$ cat config.mk
export PLATFORM = sky130hd
export DESIGN_NAME = ring_sample_offset_generator
export DESIGN_NICKNAME = d
export VERILOG_FILES = /design/src/design/rsog_pkg.sv /design/src/design/ring_sample_offset_generator.sv
export SDC_FILE = /design/constraint.sdc
export NUM_CORES = 2
export LEC_CHECK = 0
export BUFFER_PORTS_ARGS = -buffer_cell sky130_fd_sc_hd__buf_2
export CAP_MARGIN = 10
export CORE_MARGIN = 2
export CORE_UTILIZATION = 50
export DETAILED_ROUTE_END_ITERATION = 10
export PLACE_DENSITY_LB_ADDON = 0.2
export SKIP_LAST_GASP = 1
export SLEW_MARGIN = 15
export SYNTH_ARGS = -nofsm -noshare
export SYNTH_HDL_FRONTEND = slang
export SYNTH_SLANG_ARGS = --single-unit
export TNS_END_PERCENT = 20
$ cat constraint.sdc
create_clock -name clk_i -period 7.6 [get_ports clk_i]
set_input_delay 0.76 -clock clk_i [delete_from_list [all_inputs] [get_ports clk_i]]
set_output_delay 0.76 -clock clk_i [all_outputs]
set_load 0.05 [all_outputs]
$ cat src/design/rsog_pkg.sv
// ---------------------------------------------------------------------------
// rsog_pkg: shared constants for the ring sample offset generator
// Register indexes, divider and CORDIC constants, arctangent step table.
// ---------------------------------------------------------------------------
`default_nettype none

package rsog_pkg;

  // Configuration register indexes
  localparam logic [1:0] CfgRadius     = 2'd0;
  localparam logic [1:0] CfgPointCount = 2'd1;
  localparam logic [1:0] CfgRingCount  = 2'd2;

  // Field widths fixed by the interface
  localparam int RadiusW = 16;
  localparam int CountW  = 13;
  localparam int PointW  = 12;
  localparam int OffsetW = 17;

  // Quotient bits produced by the shared divider (both divisions fit in 17)
  localparam int DivSteps = 17;

  // CORDIC constants: gain compensation in Q2.30, table depth
  localparam int                 CordicMaxSteps = 24;
  localparam logic signed [33:0] KinvQ30        = 34'sd652032874;
  localparam logic signed [33:0] QuarterTurn    = 34'sd1073741824;

  // Rounding constant and saturation limit of the final scaling
  localparam logic [47:0] RoundHalf = 48'd536870912;
  localparam logic [17:0] OffMax    = 18'd65535;

  // Arctangent of 2^-i in 2^-32 turn units, padded with zeros to 32 entries
  localparam logic [31:0] AtanTurns [32] = '{
    32'd536870912, 32'd316933406, 32'd167458907, 32'd85004756,
    32'd42667331,  32'd21354465,  32'd10679838,  32'd5340245,
    32'd2670163,   32'd1335087,   32'd667544,    32'd333772,
    32'd166886,    32'd83443,     32'd41722,     32'd20861,
    32'd10430,     32'd5215,      32'd2608,      32'd1304,
    32'd652,       32'd326,       32'd163,       32'd81,
    32'd0,         32'd0,         32'd0,         32'd0,
    32'd0,         32'd0,         32'd0,         32'd0
  };

endpackage

`default_nettype wire

$ cat src/design/ring_sample_offset_generator.sv
// ---------------------------------------------------------------------------
// ring_sample_offset_generator: concentric-ring sample offset sequencer
// Emits one Q8.8 offset per request word: the center, then every point of
// every ring, computed with a shared divider, multiplier and CORDIC.
// ---------------------------------------------------------------------------
//
//  Channel  | Signals                                    | Dir | Handshake
//  ---------+--------------------------------------------+-----+----------------
//  config   | cfg_we_i, cfg_idx_i, cfg_data_i            | in  | write on we
//  request  | in_valid_i, in_ready_o, restart_i          | in  | valid / ready
//  result   | out_valid_o, out_ready_i, offset_x_o,      | out | valid / ready
//           | offset_y_o, ring_number_o, last_o          |     |
//
//  Flow: a center word goes from accept straight to the output state. A ring
//  point runs the multiplier states, the bit-serial divider (two divisions of
//  17 quotient bits each), the CORDIC loop and the scaling states.
//  Reset: no clearing pass; the first word after reset is the center.
//  Stalls: the request side is ready only between words; a finished word
//  waits in the output register while the next request is taken.
//
`default_nettype none

module ring_sample_offset_generator #(
  parameter int MAX_COUNT    = 4096,
  parameter int CORDIC_STEPS = 16
) (
  input  wire logic                          clk_i,
  input  wire logic                          rst_ni,
  // configuration write port
  input  wire logic                          cfg_we_i,
  input  wire logic [1:0]                    cfg_idx_i,
  input  wire logic [rsog_pkg::RadiusW-1:0]  cfg_data_i,
  // request channel
  input  wire logic                          in_valid_i,
  output logic                               in_ready_o,
  input  wire logic                          restart_i,
  // result channel
  output logic                               out_valid_o,
  input  wire logic                          out_ready_i,
  output logic signed [rsog_pkg::OffsetW-1:0] offset_x_o,
  output logic signed [rsog_pkg::OffsetW-1:0] offset_y_o,
  output logic [rsog_pkg::CountW-1:0]        ring_number_o,
  output logic                               last_o
);

  import rsog_pkg::*;

  // Iterations actually run: the arctangent table stops at 24 steps
  localparam int CordicIter = (CORDIC_STEPS < CordicMaxSteps) ? CORDIC_STEPS
                                                              : CordicMaxSteps;

  typedef enum logic [3:0] {
    S_IDLE,
    S_M0,      // radius * ring
    S_M1,      // load ring-radius division, k * R
    S_M2,      // angle numerator, P * R
    S_M3,      // angle denominator
    S_DIV_RR,  // ring radius division
    S_LD_A,    // load angle division
    S_DIV_A,   // angle division
    S_CPREP,   // fold angle into +-1/4 turn, seed CORDIC
    S_CORDIC,  // CORDIC rotations
    S_MX,      // rr * cos
    S_MY,      // scale x, rr * sin
    S_SY,      // scale y
    S_OUT      // hand word to output register
  } state_e;

  // -------------------------------------------------------------------------
  // Configuration registers
  // -------------------------------------------------------------------------
  logic [RadiusW-1:0] radius_q;
  logic [CountW-1:0]  point_count_q;
  logic [CountW-1:0]  ring_count_q;

  always_ff @(posedge clk_i or negedge rst_ni) begin
    if (!rst_ni) begin
      radius_q      <= '0;
      point_count_q <= CountW'(1);
      ring_count_q  <= CountW'(1);
    end else if (cfg_we_i) begin
      case (cfg_idx_i)
        CfgRadius:     radius_q      <= cfg_data_i;
        CfgPointCount: point_count_q <= cfg_data_i[CountW-1:0];
        CfgRingCount:  ring_count_q  <= cfg_data_i[CountW-1:0];
        default: ;  // unused index: drop the write
      endcase
    end
  end

  // -------------------------------------------------------------------------
  // Sequencer state and registered outputs
  // -------------------------------------------------------------------------
  state_e              state_q;
  logic [4:0]          cnt_q;
  logic [CountW-1:0]   ring_cnt_q;
  logic [PointW-1:0]   pt_cnt_q;
  logic                out_valid_q;
  logic signed [OffsetW-1:0] out_x_q;
  logic signed [OffsetW-1:0] out_y_q;
  logic [CountW-1:0]   out_ring_q;
  logic                out_last_q;

  // Datapath registers
  logic signed [48:0]  mul_q;
  logic [24:0]         rem_q;
  logic [DivSteps-1:0] low_q;
  logic [24:0]         dvs_q;
  logic [23:0]         num_q;
  logic [24:0]         den_q;
  logic [RadiusW-1:0]  rr_q;
  logic signed [33:0]  x_q;
  logic signed [33:0]  y_q;
  logic signed [33:0]  z_q;
  logic                flip_q;
  logic signed [OffsetW-1:0] res_x_q;
  logic signed [OffsetW-1:0] res_y_q;
  logic [CountW-1:0]   ring_w_q;
  logic [PointW-1:0]   k_w_q;
  logic                fin_q;

  // -------------------------------------------------------------------------
  // Request decode: config check, stale-state check, end of pattern
  // -------------------------------------------------------------------------
  logic              in_acc;
  logic              cfg_ok;
  logic              to_center;
  logic              pt_fin;
  logic [CountW-1:0] pt_next;

  assign in_ready_o = (state_q == S_IDLE);
  assign in_acc     = in_valid_i && in_ready_o;

  always_comb begin
    cfg_ok = (radius_q != '0)
          && (point_count_q != '0) && (point_count_q <= CountW'(MAX_COUNT))
          && (ring_count_q != '0)  && (ring_count_q <= CountW'(MAX_COUNT));
    // Restart, a fresh pattern or a counter left stale by a config change
    to_center = restart_i || (ring_cnt_q == '0) || (ring_cnt_q > ring_count_q)
             || ({1'b0, pt_cnt_q} >= point_count_q);
    pt_next = {1'b0, pt_cnt_q} + CountW'(1);
    pt_fin  = (ring_cnt_q == ring_count_q) && (pt_next == point_count_q);
  end

  // -------------------------------------------------------------------------
  // Shared multiplier: operands steered by the sequencer
  // -------------------------------------------------------------------------
  logic signed [16:0] mul_a;
  logic signed [31:0] mul_b;

  always_comb begin
    mul_a = '0;
    mul_b = '0;
    case (state_q)
      S_M0: begin
        mul_a = {1'b0, radius_q};
        mul_b = {19'b0, ring_w_q};
      end
      S_M1: begin
        mul_a = {5'b0, k_w_q};
        mul_b = {19'b0, ring_count_q};
      end
      S_M2: begin
        mul_a = {4'b0, point_count_q};
        mul_b = {19'b0, ring_count_q};
      end
      S_MX: begin
        mul_a = {1'b0, rr_q};
        mul_b = x_q[31:0];
      end
      S_MY: begin
        mul_a = {1'b0, rr_q};
        mul_b = y_q[31:0];
      end
      default: ;
    endcase
  end

  // -------------------------------------------------------------------------
  // Shared restoring divider step: one quotient bit per cycle
  // -------------------------------------------------------------------------
  logic [25:0] div_shift;
  logic [26:0] div_diff;
  logic        div_ge;
  logic [28:0] rr_dvd;
  logic [40:0] ang_dvd;

  always_comb begin
    div_shift = {rem_q, low_q[DivSteps-1]};
    div_diff  = {1'b0, div_shift} - {2'b0, dvs_q};
    div_ge    = !div_diff[26];
    // Round to nearest: add half the divisor up front
    rr_dvd    = 29'(mul_q[27:0]) + 29'(ring_count_q[CountW-1:1]);
    ang_dvd   = 41'({num_q, 16'b0}) + 41'(den_q[24:1]);
  end

  // -------------------------------------------------------------------------
  // CORDIC rotation step (shifts are arithmetic, rounding toward -inf)
  // -------------------------------------------------------------------------
  logic signed [33:0] cor_dx;
  logic signed [33:0] cor_dy;
  logic signed [33:0] cor_at;
  logic [15:0]        a16;
  logic               a_flip;

  always_comb begin
    cor_dx = y_q >>> cnt_q;
    cor_dy = x_q >>> cnt_q;
    cor_at = $signed({2'b0, AtanTurns[cnt_q]});
    a16    = low_q[15:0];  // quotient modulo one turn
    // Angle in [1/4, 3/4) turn: rotate by half a turn and negate at the end
    a_flip = a16[15] ^ a16[14];
  end

  // -------------------------------------------------------------------------
  // Final scaling: sign-magnitude round, saturate, apply half-turn flip
  // -------------------------------------------------------------------------
  logic               sc_neg;
  logic [48:0]        sc_mag;
  logic [47:0]        sc_rnd;
  logic [17:0]        sc_q;
  logic [16:0]        sc_sat;
  logic signed [16:0] scaled;

  always_comb begin
    sc_neg = mul_q[48];
    sc_mag = sc_neg ? 49'(-mul_q) : 49'(mul_q);
    sc_rnd = sc_mag[47:0] + RoundHalf;
    sc_q   = sc_rnd[47:30];
    sc_sat = (sc_q > OffMax) ? OffMax[16:0] : sc_q[16:0];
    scaled = (sc_neg ^ flip_q) ? -$signed(sc_sat) : $signed(sc_sat);
  end

  // -------------------------------------------------------------------------
  // Sequencer: state, counters and output register
  // -------------------------------------------------------------------------
  always_ff @(posedge clk_i or negedge rst_ni) begin
    if (!rst_ni) begin
      state_q     <= S_IDLE;
      cnt_q       <= '0;
      ring_cnt_q  <= '0;
      pt_cnt_q    <= '0;
      out_valid_q <= 1'b0;
      out_x_q     <= '0;
      out_y_q     <= '0;
      out_ring_q  <= '0;
      out_last_q  <= 1'b0;
    end else begin
      // Drop a taken word, unless S_OUT refills the register this cycle
      if (out_valid_q && out_ready_i && (state_q != S_OUT)) begin
        out_valid_q <= 1'b0;
      end
      case (state_q)
        S_IDLE: begin
          if (in_acc) begin
            if (!cfg_ok) begin
              ring_cnt_q <= '0;
              pt_cnt_q   <= '0;
              state_q    <= S_OUT;
            end else if (to_center) begin
              ring_cnt_q <= CountW'(1);
              pt_cnt_q   <= '0;
              state_q    <= S_OUT;
            end else begin
              // Advance the pattern now; this word's ring and point are held
              if (pt_fin) begin
                ring_cnt_q <= '0;
                pt_cnt_q   <= '0;
              end else if (pt_next >= point_count_q) begin
                ring_cnt_q <= ring_cnt_q + CountW'(1);
                pt_cnt_q   <= '0;
              end else begin
                pt_cnt_q   <= pt_next[PointW-1:0];
              end
              state_q <= S_M0;
            end
          end
        end
        S_M0: state_q <= S_M1;
        S_M1: state_q <= S_M2;
        S_M2: state_q <= S_M3;
        S_M3: begin
          cnt_q   <= '0;
          state_q <= S_DIV_RR;
        end
        S_DIV_RR: begin
          cnt_q <= cnt_q + 5'd1;
          if (cnt_q == 5'(DivSteps - 1)) begin
            state_q <= S_LD_A;
          end
        end
        S_LD_A: begin
          cnt_q   <= '0;
          state_q <= S_DIV_A;
        end
        S_DIV_A: begin
          cnt_q <= cnt_q + 5'd1;
          if (cnt_q == 5'(DivSteps - 1)) begin
            state_q <= S_CPREP;
          end
        end
        S_CPREP: begin
          cnt_q   <= '0;
          state_q <= S_CORDIC;
        end
        S_CORDIC: begin
          cnt_q <= cnt_q + 5'd1;
          if (cnt_q == 5'(CordicIter - 1)) begin
            state_q <= S_MX;
          end
        end
        S_MX: state_q <= S_MY;
        S_MY: state_q <= S_SY;
        S_SY: state_q <= S_OUT;
        S_OUT: begin
          // Hold until the output register is free
          if (!out_valid_q || out_ready_i) begin
            out_valid_q <= 1'b1;
            out_x_q     <= res_x_q;
            out_y_q     <= res_y_q;
            out_ring_q  <= ring_w_q;
            out_last_q  <= fin_q;
            state_q     <= S_IDLE;
          end
        end
        default: state_q <= S_IDLE;
      endcase
    end
  end

  // -------------------------------------------------------------------------
  // Datapath registers
  // -------------------------------------------------------------------------
  always_ff @(posedge clk_i) begin
    mul_q <= mul_a * mul_b;
    case (state_q)
      S_IDLE: begin
        if (in_acc) begin
          res_x_q  <= '0;
          res_y_q  <= '0;
          k_w_q    <= pt_cnt_q;
          if (!cfg_ok) begin
            ring_w_q <= '0;
            fin_q    <= 1'b1;
          end else if (to_center) begin
            ring_w_q <= '0;
            fin_q    <= 1'b0;
          end else begin
            ring_w_q <= ring_cnt_q;
            fin_q    <= pt_fin;
          end
        end
      end
      S_M1: begin
        rem_q <= 25'(rr_dvd[28:DivSteps]);
        low_q <= rr_dvd[DivSteps-1:0];
        dvs_q <= 25'(ring_count_q);
      end
      S_M2: num_q <= mul_q[23:0] + 24'(ring_w_q - CountW'(1));
      S_M3: den_q <= mul_q[24:0];
      S_DIV_RR, S_DIV_A: begin
        rem_q <= div_ge ? div_diff[24:0] : div_shift[24:0];
        low_q <= {low_q[DivSteps-2:0], div_ge};
      end
      S_LD_A: begin
        rr_q  <= low_q[RadiusW-1:0];
        rem_q <= 25'(ang_dvd[40:DivSteps]);
        low_q <= ang_dvd[DivSteps-1:0];
        dvs_q <= den_q;
      end
      S_CPREP: begin
        flip_q <= a_flip;
        z_q    <= $signed({{2{a16[15] ^ a_flip}}, a16[15] ^ a_flip, a16[14:0], 16'b0});
        x_q    <= KinvQ30;
        y_q    <= '0;
      end
      S_CORDIC: begin
        if (z_q[33]) begin
          x_q <= x_q + cor_dx;
          y_q <= y_q - cor_dy;
          z_q <= z_q + cor_at;
        end else begin
          x_q <= x_q - cor_dx;
          y_q <= y_q + cor_dy;
          z_q <= z_q - cor_at;
        end
      end
      S_MY: res_x_q <= scaled;
      S_SY: res_y_q <= scaled;
      default: ;
    endcase
  end

  assign out_valid_o   = out_valid_q;
  assign offset_x_o    = out_x_q;
  assign offset_y_o    = out_y_q;
  assign ring_number_o = out_ring_q;
  assign last_o        = out_last_q;

  // -------------------------------------------------------------------------
  // Assertions
  // -------------------------------------------------------------------------
  // A taken request always moves the sequencer out of idle
  a_busy_after_accept: assert property (@(posedge clk_i) disable iff (!rst_ni)
    in_acc |=> !in_ready_o)
    else $error("request taken but sequencer stayed idle");

  // Divider remainder stays below the divisor for every quotient step
  a_div_rem_bound: assert property (@(posedge clk_i) disable iff (!rst_ni)
    (state_q == S_DIV_RR || state_q == S_DIV_A) |-> (rem_q < dvs_q))
    else $error("divider remainder not below divisor");

  // Folded angle lies within a quarter turn when rotations begin
  a_cordic_seed: assert property (@(posedge clk_i) disable iff (!rst_ni)
    (state_q == S_CORDIC && cnt_q == '0) |-> (z_q <= QuarterTurn && z_q >= -QuarterTurn))
    else $error("CORDIC seed angle out of range");

  // The center word carries a zero offset
  a_center_zero: assert property (@(posedge clk_i) disable iff (!rst_ni)
    (out_valid_o && ring_number_o == '0) |-> (offset_x_o == '0 && offset_y_o == '0))
    else $error("center word with nonzero offset");

endmodule

`default_nettype wire

### Word level (Yosys, flattened, before mapping)

Memories as Yosys holds them, arrays and structs flattened.
Cells that the tools add are included.

* memories: 1
* bits in read-only memories: 1024
* output and inout port bits: 50
* flip-flop bits (word level): 469
* input bits: 24
* logic and storage cells: 169

Memories
* (name not given): depth 32, bits a word 32, rd ports 1, clocked after memory_dff 0, wr ports 0, RTL line ring_sample_offset_generator.sv:209 `cor_at = $signed({2'b0, AtanTurns[cnt_q]});`

* muxes and demuxes: 41
* bitwise operators: 5
* equality and inequality tests: 26
* add/subtract/negate cells: 17
* reduce and logical (&&, ||, !) cells: 41
* multipliers: 1
* shifts and indexed selects: 2
* magnitude comparators: 7

Operators with widths (count)
* 34-bit case mux with 2 select lines: 3
* 32-bit case mux with 4 select lines: 1
* 34-bit two-way mux: 3
* 25-bit case mux with 3 select lines: 1
* 34-bit adder: 2
* 17-bit case mux with 2 select lines: 2
* 34-bit by 5-bit >>> shifter with 34-bit output: 2
* 34-bit subtractor: 2
* 32-bit two-way mux: 2
* 16-bit case mux with 4 select lines: 1
* 4-bit case mux with 14 select lines: 1
* 13-bit two-way mux: 4
* 17-bit two-way mux: 3
* 17-bit case mux with 3 select lines: 1
* 25-bit case mux with 2 select lines: 1
* 17-bit by 32-bit multiplier with 49-bit output: 1
* 48-bit by 30-bit adder with 48-bit output, second input constant: 1
* 12-bit two-way mux: 4
* 48-bit two-way mux: 1
* 48-bit negation: 1
* 40-bit by 24-bit adder with 41-bit output: 1
* 34-bit by 33-bit adder with 34-bit output: 1
* 34-bit by 33-bit subtractor with 34-bit output: 1
* 28-bit by 12-bit adder with 29-bit output: 1
* 48 further kinds: 99

### Longest topological paths before layout

* depth in word-level cells: 8
* gate-level depth with buffers: 33
* gate-level depth less buffers: 29

### Least setup slack after synthesis

OpenSTA, ideal clock, no wires.

* path type: reg-to-reg
* start point: register state_q[2]
* end point: register mul_q[45]
* library setup time: 0.072 ns
* data required time: 7.528 ns
* slack: -0.896 ns
* arrival time: 8.423 ns
* path buffers: 3
* stages on the path, launching flop included: 32
* period minus slack after synthesis: 8.496 ns
* cell sequence: dfrtp_1 or2_2 clkbuf_1 nor2_1 clkbuf_1 a22oi_1 nand2_1 clkbuf_1 nand2_1 fa_1 inv_1 fa_1 inv_1 fa_1 inv_1 fa_1 fa_1 inv_1 fa_1 inv_1 ha_1 a21o_1 a21o_1 a21oi_1 o22ai_1 a311o_1 o221ai_1 a31oi_1 a21oi_1 o21bai_1 a221oi_1 xnor2_1

* cells in the longest elaborated chain, start to end: 4
* elaborated cells on any way between the ends: 10
* those cells by class: mul (1); eq/ne (5); mux (2); reduce/logical (2)

Ends and longest elaborated chain
* from (decl): RTL line ring_sample_offset_generator.sv:94 `state_e state_q;`
* from (signal assigned): RTL line ring_sample_offset_generator.sv:239 `state_q <= S_IDLE;`
* from (signal assigned): RTL line ring_sample_offset_generator.sv:259 `state_q <= S_OUT;`
* from (signal assigned): RTL line ring_sample_offset_generator.sv:263 `state_q <= S_OUT;`
* 4-bit == test / 4-bit by 2-bit == test with 1-bit output (equally long branches): RTL line ring_sample_offset_generator.sv:154 `case (state_q)`
* 2-bit OR reduction (no line)
* 16-bit case mux with 4 select lines / 32-bit case mux with 4 select lines (equally long branches): RTL line ring_sample_offset_generator.sv:154
* 17-bit by 32-bit multiplier with 49-bit output (*): RTL line ring_sample_offset_generator.sv:335 `mul_q <= mul_a * mul_b;`
* to (signal assigned): RTL line ring_sample_offset_generator.sv:335
* to (decl): RTL line ring_sample_offset_generator.sv:105 `logic signed [48:0] mul_q;`

Mark *: on every way between the ends. The rest lies on a longest branch, timed or not.
A chain may end at the register's enable or synchronous reset.

### Worst setup path after layout

Ends and elaborated chain as after synthesis.

==> results by stage <==
Logic synthesis:
- The biggest area contributor in the post-synthesis netlist is fa_1.
- Of the synthesized area, sequential elements account for 24.39%.
- Summing every instance area after synthesis gives 53180 um2.
- Ranked by total cell area, the synthesized netlist is headed by fa_1, edfxtp_1, ha_1.
- The share of flip-flops with an asynchronous set or reset is 26.65%.
- The fraction of the mapped netlist area in compound gates is 12.78%.
- The share of synthesized area in the top cell type comes to 18.67%.
- The number of unique standard cell types used by synthesis is 98.
- By area, the combinational part of the netlist is dominated by adder cells.
- The simple-gate share of the synthesized area is 15.17%.
- After synthesis, the most frequently instantiated cells are inv_1, nand2_1, nor2_1, fa_1, ha_1.
- The count of flip-flops with a built-in enable after synthesis is 295.
- Yosys instantiated no cell more often than inv_1.
- The number of instances in the synthesized netlist is 5738.
- The portion of netlist area occupied by mux cells is 8.200%.
- The number of nets handed over by synthesis was 6596.
- The total of flip-flops plus latches after synthesis is 469.
- The yosys synthesis warning count is 0.
- The fraction of synthesized cell area in xor and xnor cells is 5.713%.
- The per-instance average area after synthesis is 9.268 um2.
- Among all flip-flop cells after synthesis, the most frequent one is edfxtp_1.
- The adder-cell share of the synthesized area is 26.63%.

Drt:
- The routed wire length is 167500 um.
- In the routed layout, each cell is associated on average with a via count of 5.890.
- The pre-antenna-repair detailed-routing pass consisted of 9 iterations.
- The detailed router placed 44670 vias in this run.
- The detail route stage leaves a number of antenna-violating nets equal to 0.
- In the final routed layout, each cell accounts on average for 22.09 um.
- For this run, design rule violations remaining after detail routing come to 3.
- The violation count after the first detailed-route iteration is 3837.

Critical path:
- In this design, the stage delay of the slowest critical-path cell is 610 ps.
- The data arrival time at the worst-slack endpoint is 8110 ps.
- The worst setup path is launched from a flip-flop.
- The path type of the worst setup path is reg -> reg.
- The data required time of the worst path is 8160 ps.
- The largest driver fanout on the critical path is 7.
- The slowest cell on the critical path is fa_1.
- The category of the worst setup path capture point is a flip-flop.
- The most numerous cell type found on the critical path is fa_1.

Cells and area:
- The fill cell instance count of the final layout is 9194.
- The total area of multi-input combinational cells is 37400 um2.
- Summing all non-filler instances in the final layout gives an area of 61720 um2.
- The number of antenna diodes in the final layout is 0.
- The net count of the finished layout is 7003.
- Cells with a size suffix above 1 make up 18.46% of the layout.
- Across the whole layout, storage elements account for 12980 um2.
- From synthesis to final layout, the design area changed by 16.07%.
- Cells fill 58.55% of the core in the end.

Status:
- The flow ran to the end, but the final reports show violations.
- The checks that failed: design-rule violations.

Clocking:
- The number of hold buffers added after cts is 0.
- Clock tree synthesis selected as its root buffer the cell clkbuf_16.
- In this run the deepest clock path goes through 3 buffers.
- For this design, the sink count on the clock tree is 469.
- The clock transition at the register clock pins on the worst setup and hold paths after CTS is 60 ps.
- The number of clock buffers added by TritonCTS is 57.
- The H-tree was split into 2 levels.
- TritonCTS built the clock tree.
- The clock latency reported for the late side of the worst-skew pair is 680 ps.

GRT:
- The total congestion overflow after global routing is 0.
- The number of antenna violations at the first check in global routing came to 3.
- The wire length of the first global-routing pass is 256000 um.
- For this run, the total global-route usage over all layers was measured as 30.59%.
- The via count of the first global-routing pass was 43300.
- Entering global routing, the biggest net connects 88 pins.

Timing:
- On the final layout, the worst clock skew is 26.09 ps.
- The max-slew headroom at the worst pin is 31.13%.
- The count of final hold-check violations was 0.
- The final critical-path required period is 7545 ps.
- Setup repair after global routing could not meet its margin everywhere.
- The total setup violations reported at the end of the flow is 0.
- The count of final max-slew check failures was 0.
- The post-route fraction of the period consumed by the critical path is 99.28%.
- The fmax is 132.5 MHz.
- Final hold analysis gives a worst-case slack of 119.9 ps.
- The transition at the pin with the smallest max-transition slack is 1033 ps.

Pwr:
- The clock share of power is 11.8%.
- The switching portion of total power is 48.95%.
- Dividing total power by cell area gives a power density of 398.3 nW/um2.
- The leakage power of the design is 27.57 nW.
- The worst voltage drop across the vdd grid is 0.2755 mV.
- Summed over all nets, the switching power comes to 0.01204 W.
- The proportion of power drawn by combinational gates is 69.7%.
- The internal power is 0.01255 W.
- The portion of total power attributed to sequential cells is 18.5%.

Placed design:
- Routability-driven placement finished with a final weighted congestion of 1.013.
- Detailed placement ended at an HPWL of 133600 um.
- The number of buffers inserted by port buffering is 73.
- In this run the cell area measured after placement is 58180 um2.

Die:
- For this design the top-level I/O count stands at 74.
- The core footprint is 105400 um2.
- The floorplan step defined a die boundary enclosing 109000 um2.
- Measured along the y axis, the die boundary spans 330.1 um.
- The initial core utilization is 50.45%.
- The floorplan has 119 rows.
- Measured along the x axis, the die boundary spans 330.1 um.

Min path:
- The path category of the worst min-delay check is in -> async.

Job:
- The number of max-capacitance violations reported is 0.
==> state kept, by name, summed over array words and instances (netlist names), 24 cells and up <==
signal  flops
rem_q      25
num_q      24
den_q      25
z_q        34
y_q        34
x_q        34
mul_q      49
dvs_q      25
==> per-stage QoR <==
stage | TNS (ps) | std cells | setup slack, ps | total power [W]
after CTS | -28.64 | 7528 | -28.64 | 0.02379
after global routing | -884.8 | 7584 | -138.1 | 0.02635
after global placement | -2192 | 7417 | -304.5 | 0.02052
after floorplan | 0 | 5738 | 13.71 | 0.01583
final | 0 | 7584 | 54.66 | 0.02459
after detailed placement | -3568 | 7417 | -388.1 | 0.02070
==> metal layers <==
metal | share of wire [%] | vias up | track usage [%]
li1 | - | 20490 | -
met1 | 42 | 22100 | 41.84
met2 | 46 | 1718 | 48.37
met3 | 7.3 | 360 | 4.444
met4 | 5.2 | 4 | 13.67
met5 | 0.016 | - | 0
==> path summary, 6_finish.rpt <==
| kind | depth (start not counted) | slack [ps] | start | endpoint |
|---|---|---|---|---|
| worst max-delay path | 32 | 50 | state_q[2]$_DFFE_PN0P_ | mul_q[45]$_DFF_P_ |
| worst min-delay path | 1 | 120 | rst_ni | radius_q[5]$_DFFE_PN0P_ |
| worst max register to register | 32 | 50 | state_q[2]$_DFFE_PN0P_ | mul_q[45]$_DFF_P_ |
| worst min register to register | 1 | 470 | res_x_q[1]$_SDFFCE_PP0P_ | offset_x_o[1]$_DFFE_PN0P_ |
| max in group asynchronous | 2 | 6060 | rst_ni | cnt_q[1]$_DFFE_PN0P_ |
| min in group clk_i | 2 | 310 | cfg_data_i[14] | radius_q[14]$_DFFE_PN0P_ |
==> power by group through the flow <==
| stage | sequential, W | clock (W) | combinational, W |
|---|---|---|---|
| floorplan | 0.00450 | 0 | 0.0113 |
| global placement | 0.00454 | 0 | 0.0160 |
| detailed placement | 0.00455 | 0 | 0.0161 |
| CTS | 0.00451 | 0.00295 | 0.0163 |
| global route | 0.00459 | 0.00304 | 0.0187 |
| finish | 0.00455 | 0.00291 | 0.0171 |
==> area by class of cell <==
| type | instances | area share [%] |
|---|---|---|
| repair buffers | 602 | 7.904 |
| well taps | 1391 | 2.820 |
| multi-input cells | 4284 | 60.60 |
| inverters | 731 | 4.445 |
| clock inverters | 23 | 0.5230 |
| clock buffers | 84 | 2.674 |
| flip-flops and latches | 469 | 21.04 |
==> what timing repair did <==
item                       in CTS  in global routing
cloned                          0                  3
setup buffers                   4                 54
gates resized for setup        36                229
setup endpoints to repair      18                 19
pin swaps                       8                114
==> cells in the final DEF (no fill, tap or decap), types with 72 or more instances in the layout <==
cell type,instances
inv_1,706
a21o_1,81
buf_2,72
mux2i_1,80
o21ai_0,209
nor3_1,98
xnor2_1,201
fa_1,484
ha_1,319
xor2_1,144
edfxtp_1,295
nand3_1,79
a21oi_1,248
dfrtp_1,116
nor2_1,548
mux4_2,82
buf_4,463
nand2_1,573
mux2_2,133
==> cells by family (layout without fill, tap and decap cells) <==
family,Yosys count,count (layout)
and+or+nand+nor,1765,1765
AOI/OAI and AO/OA,1031,1031
buffers and inverters,985,1440
adders and majority gates,834,834
DFF,469,469
xor gates and xnor gates,346,346
muxes,308,308
==> critical path, delay by kind of cell (launching register included) <==
kind	cells	cell delay [ps]
buf+inv	10	1140
xor+xnor	1	100
fa+ha+maj	7	3110
flops	1	420
simple gates	3	720
compound gates	11	1940
Power figures use the tool's default switching activity.
